## config.mk

```make
export PLATFORM = sky130hd
export DESIGN_NAME = encoder_angle_variance_check
export DESIGN_NICKNAME = d
export VERILOG_FILES = /design/src/rtl/eavc_pkg.sv /design/src/rtl/encoder_angle_variance_check.sv /design/src/rtl/eavc_seq.sv /design/src/rtl/eavc_div.sv /design/src/rtl/eavc_dpath.sv
export SDC_FILE = /design/constraint.sdc
export NUM_CORES = 2
export LEC_CHECK = 0
export BUFFER_PORTS_ARGS = -buffer_cell sky130_fd_sc_hd__buf_2
export CAP_MARGIN = 0
export CORE_MARGIN = 8
export CORE_UTILIZATION = 24
export CTS_CLUSTER_DIAMETER = 50
export DETAILED_ROUTE_END_ITERATION = 10
export HOLD_SLACK_MARGIN = 0.15
export PLACE_DENSITY = 0.39
export SLEW_MARGIN = 20
export SYNTH_ARGS = -nofsm -noshare
export SYNTH_HDL_FRONTEND = slang
export SYNTH_SLANG_ARGS = --single-unit
```

## constraint.sdc

```tcl
create_clock -name clk -period 10.8 [get_ports clk]
set_input_delay 2.16 -clock clk [delete_from_list [all_inputs] [get_ports clk]]
set_output_delay 2.16 -clock clk [all_outputs]
set_load 0.01 [all_outputs]
```

## src/rtl/eavc_pkg.sv

```systemverilog
// Shared types, constants and the control program of the encoder angle variance check.
package eavc_pkg;

    localparam int NUM_SAMPLES_DEF = 8;

    localparam int RAW_W   = 16;
    localparam int ANGLE_W = 16;
    localparam int FAIL_W  = 8;
    localparam int VAR_W   = 29;

    localparam int FULL_TURN = 46080;
    localparam int HALF_TURN = 23040;

    localparam int CFG_IDX_W = 1;
    localparam logic [CFG_IDX_W-1:0] REG_NULL_ANGLE   = 1'd0;
    localparam logic [CFG_IDX_W-1:0] REG_MAX_VARIANCE = 1'd1;
    localparam logic [VAR_W-1:0]     MAX_VAR_RESET    = 29'd16384;

    localparam int PC_W = 4;

    typedef enum logic [3:0] {
        OP_NOP,
        OP_TAKE,
        OP_UPDATE,
        OP_SQUARE,
        OP_ACC,
        OP_SUM_SQ,
        OP_VAR_LOAD,
        OP_DIV,
        OP_VAR,
        OP_MEAN_LOAD,
        OP_MEAN,
        OP_EMIT
    } op_t;

    typedef enum logic [1:0] {
        HOLD_NONE,
        HOLD_IN,
        HOLD_DIV,
        HOLD_OUT
    } hold_t;

    typedef enum logic [1:0] {
        JMP_NEXT,
        JMP_ALWAYS,
        JMP_NOT_LAST
    } jmp_t;

    typedef struct packed {
        op_t              op;
        hold_t            hold;
        jmp_t             jmp;
        logic [PC_W-1:0]  target;
    } ctl_t;

    typedef struct packed {
        logic in_valid;
        logic out_busy;
        logic last;
        logic div_more;
    } stat_t;

    localparam logic [PC_W-1:0] STEP_TAKE      = 4'd0;
    localparam logic [PC_W-1:0] STEP_UPDATE    = 4'd1;
    localparam logic [PC_W-1:0] STEP_SQUARE    = 4'd2;
    localparam logic [PC_W-1:0] STEP_ACC       = 4'd3;
    localparam logic [PC_W-1:0] STEP_SUM_SQ    = 4'd4;
    localparam logic [PC_W-1:0] STEP_VAR_LOAD  = 4'd5;
    localparam logic [PC_W-1:0] STEP_VAR_DIV   = 4'd6;
    localparam logic [PC_W-1:0] STEP_VAR       = 4'd7;
    localparam logic [PC_W-1:0] STEP_MEAN_LOAD = 4'd8;
    localparam logic [PC_W-1:0] STEP_MEAN_DIV  = 4'd9;
    localparam logic [PC_W-1:0] STEP_MEAN      = 4'd10;
    localparam logic [PC_W-1:0] STEP_EMIT      = 4'd11;

    // Control store: one word per step.
    function automatic ctl_t ucode(input logic [PC_W-1:0] pc);
        ctl_t w;
        unique case (pc)
            STEP_TAKE:      w = '{OP_TAKE,      HOLD_IN,   JMP_NEXT,     STEP_TAKE};
            STEP_UPDATE:    w = '{OP_UPDATE,    HOLD_NONE, JMP_NEXT,     STEP_TAKE};
            STEP_SQUARE:    w = '{OP_SQUARE,    HOLD_NONE, JMP_NEXT,     STEP_TAKE};
            STEP_ACC:       w = '{OP_ACC,       HOLD_NONE, JMP_NOT_LAST, STEP_EMIT};
            STEP_SUM_SQ:    w = '{OP_SUM_SQ,    HOLD_NONE, JMP_NEXT,     STEP_TAKE};
            STEP_VAR_LOAD:  w = '{OP_VAR_LOAD,  HOLD_NONE, JMP_NEXT,     STEP_TAKE};
            STEP_VAR_DIV:   w = '{OP_DIV,       HOLD_DIV,  JMP_NEXT,     STEP_TAKE};
            STEP_VAR:       w = '{OP_VAR,       HOLD_NONE, JMP_NEXT,     STEP_TAKE};
            STEP_MEAN_LOAD: w = '{OP_MEAN_LOAD, HOLD_NONE, JMP_NEXT,     STEP_TAKE};
            STEP_MEAN_DIV:  w = '{OP_DIV,       HOLD_DIV,  JMP_NEXT,     STEP_TAKE};
            STEP_MEAN:      w = '{OP_MEAN,      HOLD_NONE, JMP_NEXT,     STEP_TAKE};
            STEP_EMIT:      w = '{OP_EMIT,      HOLD_OUT,  JMP_ALWAYS,   STEP_TAKE};
            default:        w = '{OP_NOP,       HOLD_NONE, JMP_ALWAYS,   STEP_TAKE};
        endcase
        return w;
    endfunction

endpackage

```

## src/rtl/encoder_angle_variance_check.sv

```systemverilog
// Top level of the encoder angle variance check: ports, configuration registers, wiring.
//
//  channel  | handshake              | payload
//  ---------+------------------------+----------------------------------------------
//  s_axis   | s_axis_tvalid/tready   | tdata: raw_angle; tuser: read_failed
//  m_axis   | m_axis_tvalid/tready   | tdata: angle, fail_count, average, variance;
//           |                        | tlast: batch_done; tuser: stable
//  cfg      | cfg_valid/cfg_ready    | cfg_index, cfg_data
//
// An item that ends no batch runs the steps take, update, square, accumulate and emit.
// The last item of a batch also runs sum of squares, variance and mean before emit:
// variance and mean are each divided by a constant, working through the dividend one
// 16-bit digit at a time.
// Reset clears the control and batch registers at once; there is no clearing pass.
// The sequencer waits at its take step for an input item, and at its emit step only
// while an earlier result still sits untaken in the output register.
module encoder_angle_variance_check
    import eavc_pkg::*;
#(
    parameter int NUM_SAMPLES = NUM_SAMPLES_DEF
) (
    input  logic                 clk,
    input  logic                 rst_n,
    input  logic                 s_axis_tvalid,
    output logic                 s_axis_tready,
    input  logic [15:0]          s_axis_tdata,   // [15:0] raw_angle
    input  logic                 s_axis_tuser,   // [0] read_failed
    output logic                 m_axis_tvalid,
    input  logic                 m_axis_tready,
    output logic [71:0]          m_axis_tdata,   // [15:0] angle, [23:16] fail_count,
                                                 // [39:24] average, [68:40] variance
    output logic                 m_axis_tlast,   // batch_done
    output logic                 m_axis_tuser,   // [0] stable
    input  logic                 cfg_valid,
    output logic                 cfg_ready,
    input  logic [CFG_IDX_W-1:0] cfg_index,
    input  logic [VAR_W-1:0]     cfg_data
);

    logic [RAW_W-1:0]          null_angle_reg;
    logic [VAR_W-1:0]          max_variance_reg;
    ctl_t                      ctl;
    stat_t                     stat;
    logic signed [ANGLE_W-1:0] angle;
    logic [FAIL_W-1:0]         fail_count;
    logic signed [ANGLE_W-1:0] average;
    logic [VAR_W-1:0]          variance;

    assign cfg_ready = 1'b1;

    always_ff @(posedge clk or negedge rst_n)
    begin
        if (!rst_n)
        begin
            null_angle_reg   <= '0;
            max_variance_reg <= MAX_VAR_RESET;
        end
        else if (cfg_valid)
        begin
            unique case (cfg_index)
                REG_NULL_ANGLE:   null_angle_reg   <= cfg_data[RAW_W-1:0];
                REG_MAX_VARIANCE: max_variance_reg <= cfg_data;
                default:
                begin
                end
            endcase
        end
    end

    eavc_seq u_seq (
        .clk   (clk),
        .rst_n (rst_n),
        .stat  (stat),
        .ctl   (ctl)
    );

    eavc_dpath #(
        .NUM_SAMPLES (NUM_SAMPLES)
    ) u_dpath (
        .clk          (clk),
        .rst_n        (rst_n),
        .ctl          (ctl),
        .stat         (stat),
        .null_angle   (null_angle_reg),
        .max_variance (max_variance_reg),
        .in_valid     (s_axis_tvalid),
        .in_ready     (s_axis_tready),
        .raw_angle    (s_axis_tdata),
        .read_failed  (s_axis_tuser),
        .out_valid    (m_axis_tvalid),
        .out_ready    (m_axis_tready),
        .angle        (angle),
        .fail_count   (fail_count),
        .batch_done   (m_axis_tlast),
        .average      (average),
        .variance     (variance),
        .stable       (m_axis_tuser)
    );

    assign m_axis_tdata = {3'b000, variance, average, fail_count, angle};

endmodule

```

## src/rtl/eavc_seq.sv

```systemverilog
// Microprogram sequencer: step counter, control store lookup and jumps.
module eavc_seq
    import eavc_pkg::*;
(
    input  logic  clk,
    input  logic  rst_n,
    input  stat_t stat,
    output ctl_t  ctl
);

    logic [PC_W-1:0] pc_reg;
    logic [PC_W-1:0] pc_next;
    logic            held;

    assign ctl = ucode(pc_reg);

    always_comb
    begin
        unique case (ctl.hold)
            HOLD_NONE: held = 1'b0;
            HOLD_IN:   held = !stat.in_valid;
            HOLD_DIV:  held = stat.div_more;
            HOLD_OUT:  held = stat.out_busy;
            default:   held = 1'b0;
        endcase
    end

    always_comb
    begin
        if (held)
        begin
            pc_next = pc_reg;
        end
        else
        begin
            unique case (ctl.jmp)
                JMP_NEXT:     pc_next = pc_reg + 1'b1;
                JMP_ALWAYS:   pc_next = ctl.target;
                JMP_NOT_LAST: pc_next = stat.last ? pc_reg + 1'b1 : ctl.target;
                default:      pc_next = STEP_TAKE;
            endcase
        end
    end

    always_ff @(posedge clk or negedge rst_n)
    begin
        if (!rst_n)
        begin
            pc_reg <= STEP_TAKE;
        end
        else
        begin
            pc_reg <= pc_next;
        end
    end

    a_pc_in_program: assert property (@(posedge clk) disable iff (!rst_n)
        pc_reg <= STEP_EMIT)
        else $error("step counter left the program");

    a_div_exit: assert property (@(posedge clk) disable iff (!rst_n)
        (ctl.hold == HOLD_DIV && !stat.div_more) |=> pc_reg == $past(pc_reg) + 1'b1)
        else $error("divide step did not advance when finished");

endmodule

```

## src/rtl/eavc_div.sv

```systemverilog
// Division by the constant NUM_SAMPLES or its square, one 16-bit quotient digit at a time.
module eavc_div
    import eavc_pkg::*;
#(
    parameter int NUM_SAMPLES = NUM_SAMPLES_DEF,
    parameter int DVD_W       = 36
) (
    input  logic             clk,
    input  logic             rst_n,
    input  logic             load,
    input  logic             step,
    input  logic             by_square,
    input  logic [DVD_W-1:0] dividend,
    output logic [DVD_W-1:0] quotient,
    output logic             more
);

    localparam int DIG_W  = 16;
    localparam int NDIG   = (DVD_W + DIG_W - 1) / DIG_W;
    localparam int PAD_W  = NDIG * DIG_W;
    localparam int NN     = NUM_SAMPLES * NUM_SAMPLES;
    localparam int L_N    = $clog2(NUM_SAMPLES);
    localparam int L_NN   = $clog2(NN);
    localparam int REM_W  = L_NN;
    localparam int X_W    = REM_W + DIG_W;
    localparam int RCP_W  = L_NN + DIG_W + 2;
    localparam int PROD_W = X_W + RCP_W;
    localparam int SH_N   = DIG_W + 2 * L_N;
    localparam int SH_NN  = DIG_W + 2 * L_NN;
    localparam longint RCP_N  = ((longint'(1) << SH_N) + NUM_SAMPLES - 1) / NUM_SAMPLES;
    localparam longint RCP_NN = ((longint'(1) << SH_NN) + NN - 1) / NN;
    localparam int CNT_W  = $clog2(2 * NDIG + 1);

    logic [PAD_W-1:0]  q_reg;
    logic [REM_W-1:0]  rem_reg;
    logic [DIG_W-1:0]  qd_reg;
    logic              by_sq_reg;
    logic [CNT_W-1:0]  cnt_reg;
    logic [X_W-1:0]    x;
    logic [RCP_W-1:0]  rcp;
    logic [PROD_W-1:0] prod;
    logic [DIG_W-1:0]  qd;
    logic [X_W-1:0]    dvs;
    logic [X_W-1:0]    rem_full;

    // Each partial dividend is the running remainder, which stays below the divisor, with
    // the next 16 dividend bits; the rounded-up reciprocal is exact over that whole range.
    assign x        = {rem_reg, q_reg[PAD_W-1 -: DIG_W]};
    assign rcp      = by_sq_reg ? RCP_W'(RCP_NN) : RCP_W'(RCP_N);
    assign prod     = PROD_W'(x) * PROD_W'(rcp);
    assign qd       = by_sq_reg ? prod[SH_NN +: DIG_W] : prod[SH_N +: DIG_W];
    assign dvs      = by_sq_reg ? X_W'(NN) : X_W'(NUM_SAMPLES);
    assign rem_full = x - X_W'(qd_reg) * dvs;
    assign quotient = q_reg[DVD_W-1:0];
    assign more     = cnt_reg > CNT_W'(1);

    always_ff @(posedge clk or negedge rst_n)
    begin
        if (!rst_n)
        begin
            cnt_reg <= '0;
        end
        else if (load)
        begin
            cnt_reg <= CNT_W'(2 * NDIG);
        end
        else if (step && cnt_reg != '0)
        begin
            cnt_reg <= cnt_reg - 1'b1;
        end
    end

    // Even counts form the quotient digit, odd counts update the remainder and shift it in.
    always_ff @(posedge clk)
    begin
        if (load)
        begin
            q_reg     <= PAD_W'(dividend);
            rem_reg   <= '0;
            by_sq_reg <= by_square;
        end
        else if (step && !cnt_reg[0])
        begin
            qd_reg <= qd;
        end
        else if (step)
        begin
            q_reg   <= {q_reg[PAD_W-DIG_W-1:0], qd_reg};
            rem_reg <= rem_full[REM_W-1:0];
        end
    end

    a_step_counted: assert property (@(posedge clk) disable iff (!rst_n)
        step |-> cnt_reg != '0)
        else $error("divide step issued with no digits left");

    a_rem_below: assert property (@(posedge clk) disable iff (!rst_n)
        (cnt_reg != '0) |-> (X_W'(rem_reg) < dvs))
        else $error("running remainder reached the divisor");

endmodule

```

## src/rtl/eavc_dpath.sv

```systemverilog
// Datapath: angle nulling and wrap, failure count, batch sums, shared multiplier, results.
module eavc_dpath
    import eavc_pkg::*;
#(
    parameter int NUM_SAMPLES = NUM_SAMPLES_DEF
) (
    input  logic                      clk,
    input  logic                      rst_n,
    input  ctl_t                      ctl,
    output stat_t                     stat,
    input  logic [RAW_W-1:0]          null_angle,
    input  logic [VAR_W-1:0]          max_variance,
    input  logic                      in_valid,
    output logic                      in_ready,
    input  logic [RAW_W-1:0]          raw_angle,
    input  logic                      read_failed,
    output logic                      out_valid,
    input  logic                      out_ready,
    output logic signed [ANGLE_W-1:0] angle,
    output logic [FAIL_W-1:0]         fail_count,
    output logic                      batch_done,
    output logic signed [ANGLE_W-1:0] average,
    output logic [VAR_W-1:0]          variance,
    output logic                      stable
);

    localparam int L      = $clog2(NUM_SAMPLES);
    localparam int IDX_W  = L;
    localparam int SUM_W  = ANGLE_W + L;
    localparam int SQ_W   = VAR_W + L;
    localparam int PROD_W = 2 * SUM_W;
    localparam int DVD_W  = VAR_W + 1 + 2 * L;
    localparam int DIFF_W = DVD_W + 1;
    localparam int WRAP_W = RAW_W + 2;

    localparam logic [IDX_W-1:0]        IDX_LAST  = IDX_W'(NUM_SAMPLES - 1);
    localparam logic [DVD_W-1:0]        MEAN_BIAS = DVD_W'(NUM_SAMPLES) << (ANGLE_W - 1);
    localparam logic [ANGLE_W-1:0]      AVG_BIAS  = ANGLE_W'(1) << (ANGLE_W - 1);
    localparam logic signed [WRAP_W-1:0] HALF_W   = WRAP_W'(HALF_TURN);
    localparam logic signed [WRAP_W-1:0] FULL_W   = WRAP_W'(FULL_TURN);
    localparam logic [FAIL_W-1:0]       FAIL_MAX  = '1;

    logic [RAW_W-1:0]          raw_reg;
    logic                      failed_reg;
    logic signed [ANGLE_W-1:0] angle_reg;
    logic [FAIL_W-1:0]         fail_reg;
    logic [IDX_W-1:0]          idx_reg;
    logic signed [SUM_W-1:0]   sum_reg;
    logic [SQ_W-1:0]           sq_reg;
    logic signed [PROD_W-1:0]  prod_reg;
    logic                      done_reg;
    logic signed [ANGLE_W-1:0] avg_reg;
    logic [VAR_W-1:0]          var_reg;
    logic                      stable_reg;

    logic                      out_valid_reg;
    logic signed [ANGLE_W-1:0] out_angle_reg;
    logic [FAIL_W-1:0]         out_fail_reg;
    logic                      out_done_reg;
    logic signed [ANGLE_W-1:0] out_avg_reg;
    logic [VAR_W-1:0]          out_var_reg;
    logic                      out_stable_reg;

    logic signed [WRAP_W-1:0]  diff;
    logic signed [WRAP_W-1:0]  wrapped;
    logic signed [SUM_W-1:0]   angle_ext;
    logic signed [SUM_W-1:0]   mul_a;
    logic signed [PROD_W-1:0]  mul_p;
    logic [DIFF_W-1:0]         nsq;
    logic signed [DIFF_W-1:0]  num;
    logic [DVD_W-1:0]          var_dvd;
    logic [DVD_W-1:0]          mean_dvd;
    logic [DVD_W-1:0]          dvd_sel;
    logic [DVD_W-1:0]          quot;
    logic                      div_load;
    logic                      div_more;
    logic [VAR_W-1:0]          var_sat;
    logic                      last;
    logic                      out_busy;

    assign diff = $signed({2'b00, raw_reg}) - $signed({2'b00, null_angle});

    // One wrap by a full turn lands every 16-bit difference inside half a turn.
    always_comb
    begin
        priority if (diff > HALF_W)
        begin
            wrapped = diff - FULL_W;
        end
        else if (diff < -HALF_W)
        begin
            wrapped = diff + FULL_W;
        end
        else
        begin
            wrapped = diff;
        end
    end

    assign angle_ext = {{(SUM_W - ANGLE_W){angle_reg[ANGLE_W-1]}}, angle_reg};
    assign mul_a     = (ctl.op == OP_SUM_SQ) ? sum_reg : angle_ext;
    assign mul_p     = mul_a * mul_a;

    assign nsq      = DIFF_W'(sq_reg) * DIFF_W'(NUM_SAMPLES);
    assign num      = $signed(nsq) - $signed(prod_reg[DIFF_W-1:0]);
    assign var_dvd  = num[DIFF_W-1] ? '0 : num[DVD_W-1:0];
    assign mean_dvd = {{(DVD_W - SUM_W){sum_reg[SUM_W-1]}}, sum_reg} + MEAN_BIAS;

    assign div_load = (ctl.op == OP_VAR_LOAD) || (ctl.op == OP_MEAN_LOAD);
    assign dvd_sel  = (ctl.op == OP_MEAN_LOAD) ? mean_dvd : var_dvd;

    eavc_div #(
        .NUM_SAMPLES (NUM_SAMPLES),
        .DVD_W       (DVD_W)
    ) u_div (
        .clk       (clk),
        .rst_n     (rst_n),
        .load      (div_load),
        .step      (ctl.op == OP_DIV),
        .by_square (ctl.op == OP_VAR_LOAD),
        .dividend  (dvd_sel),
        .quotient  (quot),
        .more      (div_more)
    );

    assign var_sat  = (|quot[DVD_W-1:VAR_W]) ? '1 : quot[VAR_W-1:0];
    assign last     = idx_reg == IDX_LAST;
    assign out_busy = out_valid_reg && !out_ready;

    assign stat     = '{in_valid: in_valid, out_busy: out_busy, last: last, div_more: div_more};
    assign in_ready = ctl.op == OP_TAKE;

    always_ff @(posedge clk)
    begin
        if (ctl.op == OP_TAKE && in_valid)
        begin
            raw_reg    <= raw_angle;
            failed_reg <= read_failed;
        end
        if (ctl.op == OP_SQUARE || ctl.op == OP_SUM_SQ)
        begin
            prod_reg <= mul_p;
        end
    end

    always_ff @(posedge clk or negedge rst_n)
    begin
        if (!rst_n)
        begin
            angle_reg  <= '0;
            fail_reg   <= '0;
            idx_reg    <= '0;
            sum_reg    <= '0;
            sq_reg     <= '0;
            done_reg   <= 1'b0;
            avg_reg    <= '0;
            var_reg    <= '0;
            stable_reg <= 1'b0;
        end
        else
        begin
            unique case (ctl.op)
                OP_UPDATE:
                begin
                    if (failed_reg)
                    begin
                        fail_reg <= (fail_reg == FAIL_MAX) ? fail_reg : fail_reg + 1'b1;
                    end
                    else
                    begin
                        angle_reg <= wrapped[ANGLE_W-1:0];
                        fail_reg  <= '0;
                    end
                    done_reg   <= 1'b0;
                    avg_reg    <= '0;
                    var_reg    <= '0;
                    stable_reg <= 1'b0;
                end
                OP_ACC:
                begin
                    sum_reg  <= sum_reg + angle_ext;
                    sq_reg   <= sq_reg + prod_reg[SQ_W-1:0];
                    idx_reg  <= last ? '0 : idx_reg + 1'b1;
                    done_reg <= last;
                end
                OP_VAR:
                begin
                    var_reg    <= var_sat;
                    stable_reg <= var_sat <= max_variance;
                end
                OP_MEAN:
                begin
                    avg_reg <= quot[ANGLE_W-1:0] - AVG_BIAS;
                    sum_reg <= '0;
                    sq_reg  <= '0;
                end
                default:
                begin
                end
            endcase
        end
    end

    always_ff @(posedge clk or negedge rst_n)
    begin
        if (!rst_n)
        begin
            out_valid_reg <= 1'b0;
        end
        else if (ctl.op == OP_EMIT && !out_busy)
        begin
            out_valid_reg <= 1'b1;
        end
        else if (out_ready)
        begin
            out_valid_reg <= 1'b0;
        end
    end

    always_ff @(posedge clk)
    begin
        if (ctl.op == OP_EMIT && !out_busy)
        begin
            out_angle_reg  <= angle_reg;
            out_fail_reg   <= fail_reg;
            out_done_reg   <= done_reg;
            out_avg_reg    <= avg_reg;
            out_var_reg    <= var_reg;
            out_stable_reg <= stable_reg;
        end
    end

    assign out_valid  = out_valid_reg;
    assign angle      = out_angle_reg;
    assign fail_count = out_fail_reg;
    assign batch_done = out_done_reg;
    assign average    = out_avg_reg;
    assign variance   = out_var_reg;
    assign stable     = out_stable_reg;

    a_angle_range: assert property (@(posedge clk) disable iff (!rst_n)
        (angle_reg <= ANGLE_W'(HALF_TURN)) && (angle_reg >= -ANGLE_W'(HALF_TURN)))
        else $error("current angle outside half a turn");

    a_batch_fields_zero: assert property (@(posedge clk) disable iff (!rst_n)
        (out_valid_reg && !out_done_reg) |->
            (out_avg_reg == '0 && out_var_reg == '0 && !out_stable_reg))
        else $error("batch fields set on an item that ends no batch");

    a_done_on_last: assert property (@(posedge clk) disable iff (!rst_n)
        (ctl.op == OP_ACC && last) |=> (done_reg && idx_reg == '0))
        else $error("last sample did not close the batch");

endmodule
```

==> impl_metrics.yaml <==
outcome:
  outcome: "completed"
finish:
  largest_reg_flops: 48
  nets: 4170
  fillers: 14700
  n_antenna_cell: 0
  synthToLayoutAreaGrowth_pct: 16.1
  drive_gt1_share_pct: 11.6
global_route:
  grt_max_degree: 72
  use_met1_pct: 17.7
  grt_pass1_vias: 24800
  track_usage_pct: 13.0
  grt_overflow: 0
  grt_use_met3_pct: 2.01
  grt_pass1_wl_um: 153000
  grt_antenna_before_repair: 1
  grtUsageMet2_pct: 21.6
  busiest_layer: "met2"
sta:
  timing.final.crit_share_pct: 93.1
  finClkSkew_ns: 0.0406
  setup_viol: 0
  slew_headroom_pct: 33.2
  fin_tns_setup_ns: 0
  hold_violations: 0
  min_period_ns: 10.06
  clock.fmax_mhz: 99.4
  slew_viol_final: 0
  grt_setup_unrepaired: "no"
  worst_slew_pin_slew_ns: 0.995
min_path:
  hp-start: "u_dpath.avg_reg[13]"
  hp-class: "flip-flop to flip-flop"
clock_tree:
  cts.path.max_buffers: 3
  insertion_delay_ns: 0.61
  post_cts_buffers: 0
  numClockSinks: 373
  cts_tree: "yes"
  cts_max_level: 3
  path_clk_slew_ns: 0.06
  ctsResizeCount: 0
  root_buffer: "clkbuf_16"
  cts_hold_buf: 0
  cts_buffers: 67
flow_run:
  maxCapViolations: 0
critical_path:
  worstSetupPathType: "flip-flop to flip-flop"
  required_ns: 11.14
  slowest_delay_ns: 0.54
  r2r-start: "u_seq.pc_reg[0]"
  cp-start-kind: "flip-flop"
  critPathCaptureType: "flip-flop"
  slowest_stage: "or4_1"
  cp_max_fo: 13
  cp.arrival_ns: 10.40
  reg2reg_setup_slack_ns: 0.74
  worstSetupStartpoint: "u_seq.pc_reg[0]"
routing:
  postRouteAntennaNets: 0
  drt-vias-per-instance: 4.44
  num_vias: 23500
  drt_pass1_iterations: 9
  drt_wl_total_um: 99200
  drcViolationCount: 0
  drtIter0Drc: 1440
  wire_per_inst_um: 18.7
die:
  start_util_pct: 24.0
  coreArea_um2: 139000
  dieArea_um2: 151000
  pin_count: 129
  die_w_um: 389
  rows: 137
  die_h_um: 389
logic_synthesis:
  ys_ff_latch: 373
  synth_edf_count: 177
  synthArstFlopShare_pct: 47.7
  syn_inst: 3286
  syn_avg_cell_area_um2: 10.2
  synth-seq-area-share_pct: 30.3
  ys_types: 88
  post_synth_instance_area_um2: 33400
  synth_warnings: 0
  yosys_most_used_dff: "edfxtp_1"
place:
  dpl.hpwl_um: 80500
  gp_routability_congestion: 0.807
  io_buffers: 124
[cells by family (layout without fill, tap and decap cells)]
family / count (synthesis) / in the layout / synth area share (%)
XOR/XNOR: 172 / 172 / 4.51
adder cells (fa/ha/maj): 674 / 674 / 32.7
AO/OA/AOI/OAI: 612 / 612 / 12.8
AND/OR/NAND/NOR: 736 / 736 / 10.0
other: 2 / 12 / 0.0225
flip-flops: 373 / 373 / 30.3
multiplexers: 64 / 64 / 2.10
buffers and inverters: 653 / 856 / 7.48
[stage by stage]
| step | instance area, µm² | std cells | worst slack [ns] | utilization (%) | hold WS [ns] |
|---|---|---|---|---|---|
| final | 38800 | 5306 | 0.740 | 27.9 | 0.443 |
| after floorplan | 33400 | 3296 | 1.82 | - | 0.425 |
| after detailed placement | 36300 | 5181 | 0.446 | 26.2 | 0.439 |
| after global placement | 36300 | 5181 | 0.426 | 26.2 | 0.437 |
| after CTS | 38700 | 5305 | 0.378 | 27.9 | 0.447 |
| after global routing | 38800 | 5306 | 0.209 | 27.9 | 0.466 |
[routing by layer]
metal / routed length [µm] / share of wire (%)
met5: 0 / 0
met3: 3950 / 4.0
met2: 46600 / 47
met1: 46400 / 47
met4: 2230 / 2.2
[cells in the final DEF, fill, tap and decap left out, types with 12 or more instances in the layout]
master,synthesis,final
conb_1,2,12
a22o_1,106,106
or2_2,35,35
buf_2,5,123
o21a_1,27,27
o21bai_1,21,21
a211oi_1,14,14
xor2_1,59,59
nand3_1,28,28
edfxtp_1,177,177
ha_1,344,344
buf_4,5,44
mux2i_1,15,15
xnor2_1,113,113
fa_1,330,330
a222oi_1,15,15
a21oi_1,146,146
nand2b_1,26,26
clkbuf_16,0,68
nor2b_1,38,37
o21ai_1,12,12
a31oi_1,17,17
dfrtp_1,177,177
nand4_1,20,20
mux2_2,49,49
inv_1,557,557
o21ai_0,102,102
or3_1,15,15
nand2_1,296,295
a21o_1,57,57
nor2_1,190,186
nor3_1,28,28
dfxtp_1,18,18
and2_1,25,25
[cell usage after synthesis (all sizes together) (35+ instances only)]
cell type  instances  area share (%)
inv              557             6.3
ha               344              13
fa               330              20
nand2            297             3.3
nor2             192             2.2
dfrtp            177              13
edfxtp           177              16
a21oi            147             2.2
o21ai            115             1.7
xnor2            113             3.0
a22o             106             2.8
clkbuf            74            0.83
xor2              59             1.5
a21o              57             1.3
mux2              49             1.7
nor2b             38            0.71
or2               35            0.66
[area by class of cell]
type                            instances  area, µm²  share of cell area, %
Sequential cell                       373      10100                   26.1
Clock inverter                         46        646                   1.67
Inverter                              563       2110                   5.45
Clock buffer                           78       1780                   4.59
Tap cell                             1807       2260                   5.83
Multi-Input combinational cell       2270      20800                   53.8
Timing Repair Buffer                  169        987                   2.55
[path summary, 6_finish.rpt]
path,cells after the start,end
max reg2reg,32,u_dpath.prod_reg[35]
max,32,u_dpath.prod_reg[35]
min reg2reg,0,u_dpath.average[13]
min,0,u_dpath.average[13]
max in group asynchronous,2,u_dpath.angle_reg[12]
min in group asynchronous,1,max_variance_reg[26]
[worst max-delay path: cells and delay by family (launching register included)]
kind / cells / cell delay (ns)
fa+ha+maj: 9 / 3.94
compound gates: 6 / 1.57
xor+xnor: 1 / 0.15
flops: 1 / 0.45
buf+inv: 8 / 1.43
simple gates: 8 / 2.24
Power is left out: the tool's default activity adds up to more than one toggle a clock period on the data nets, which glitch-free logic cannot reach.
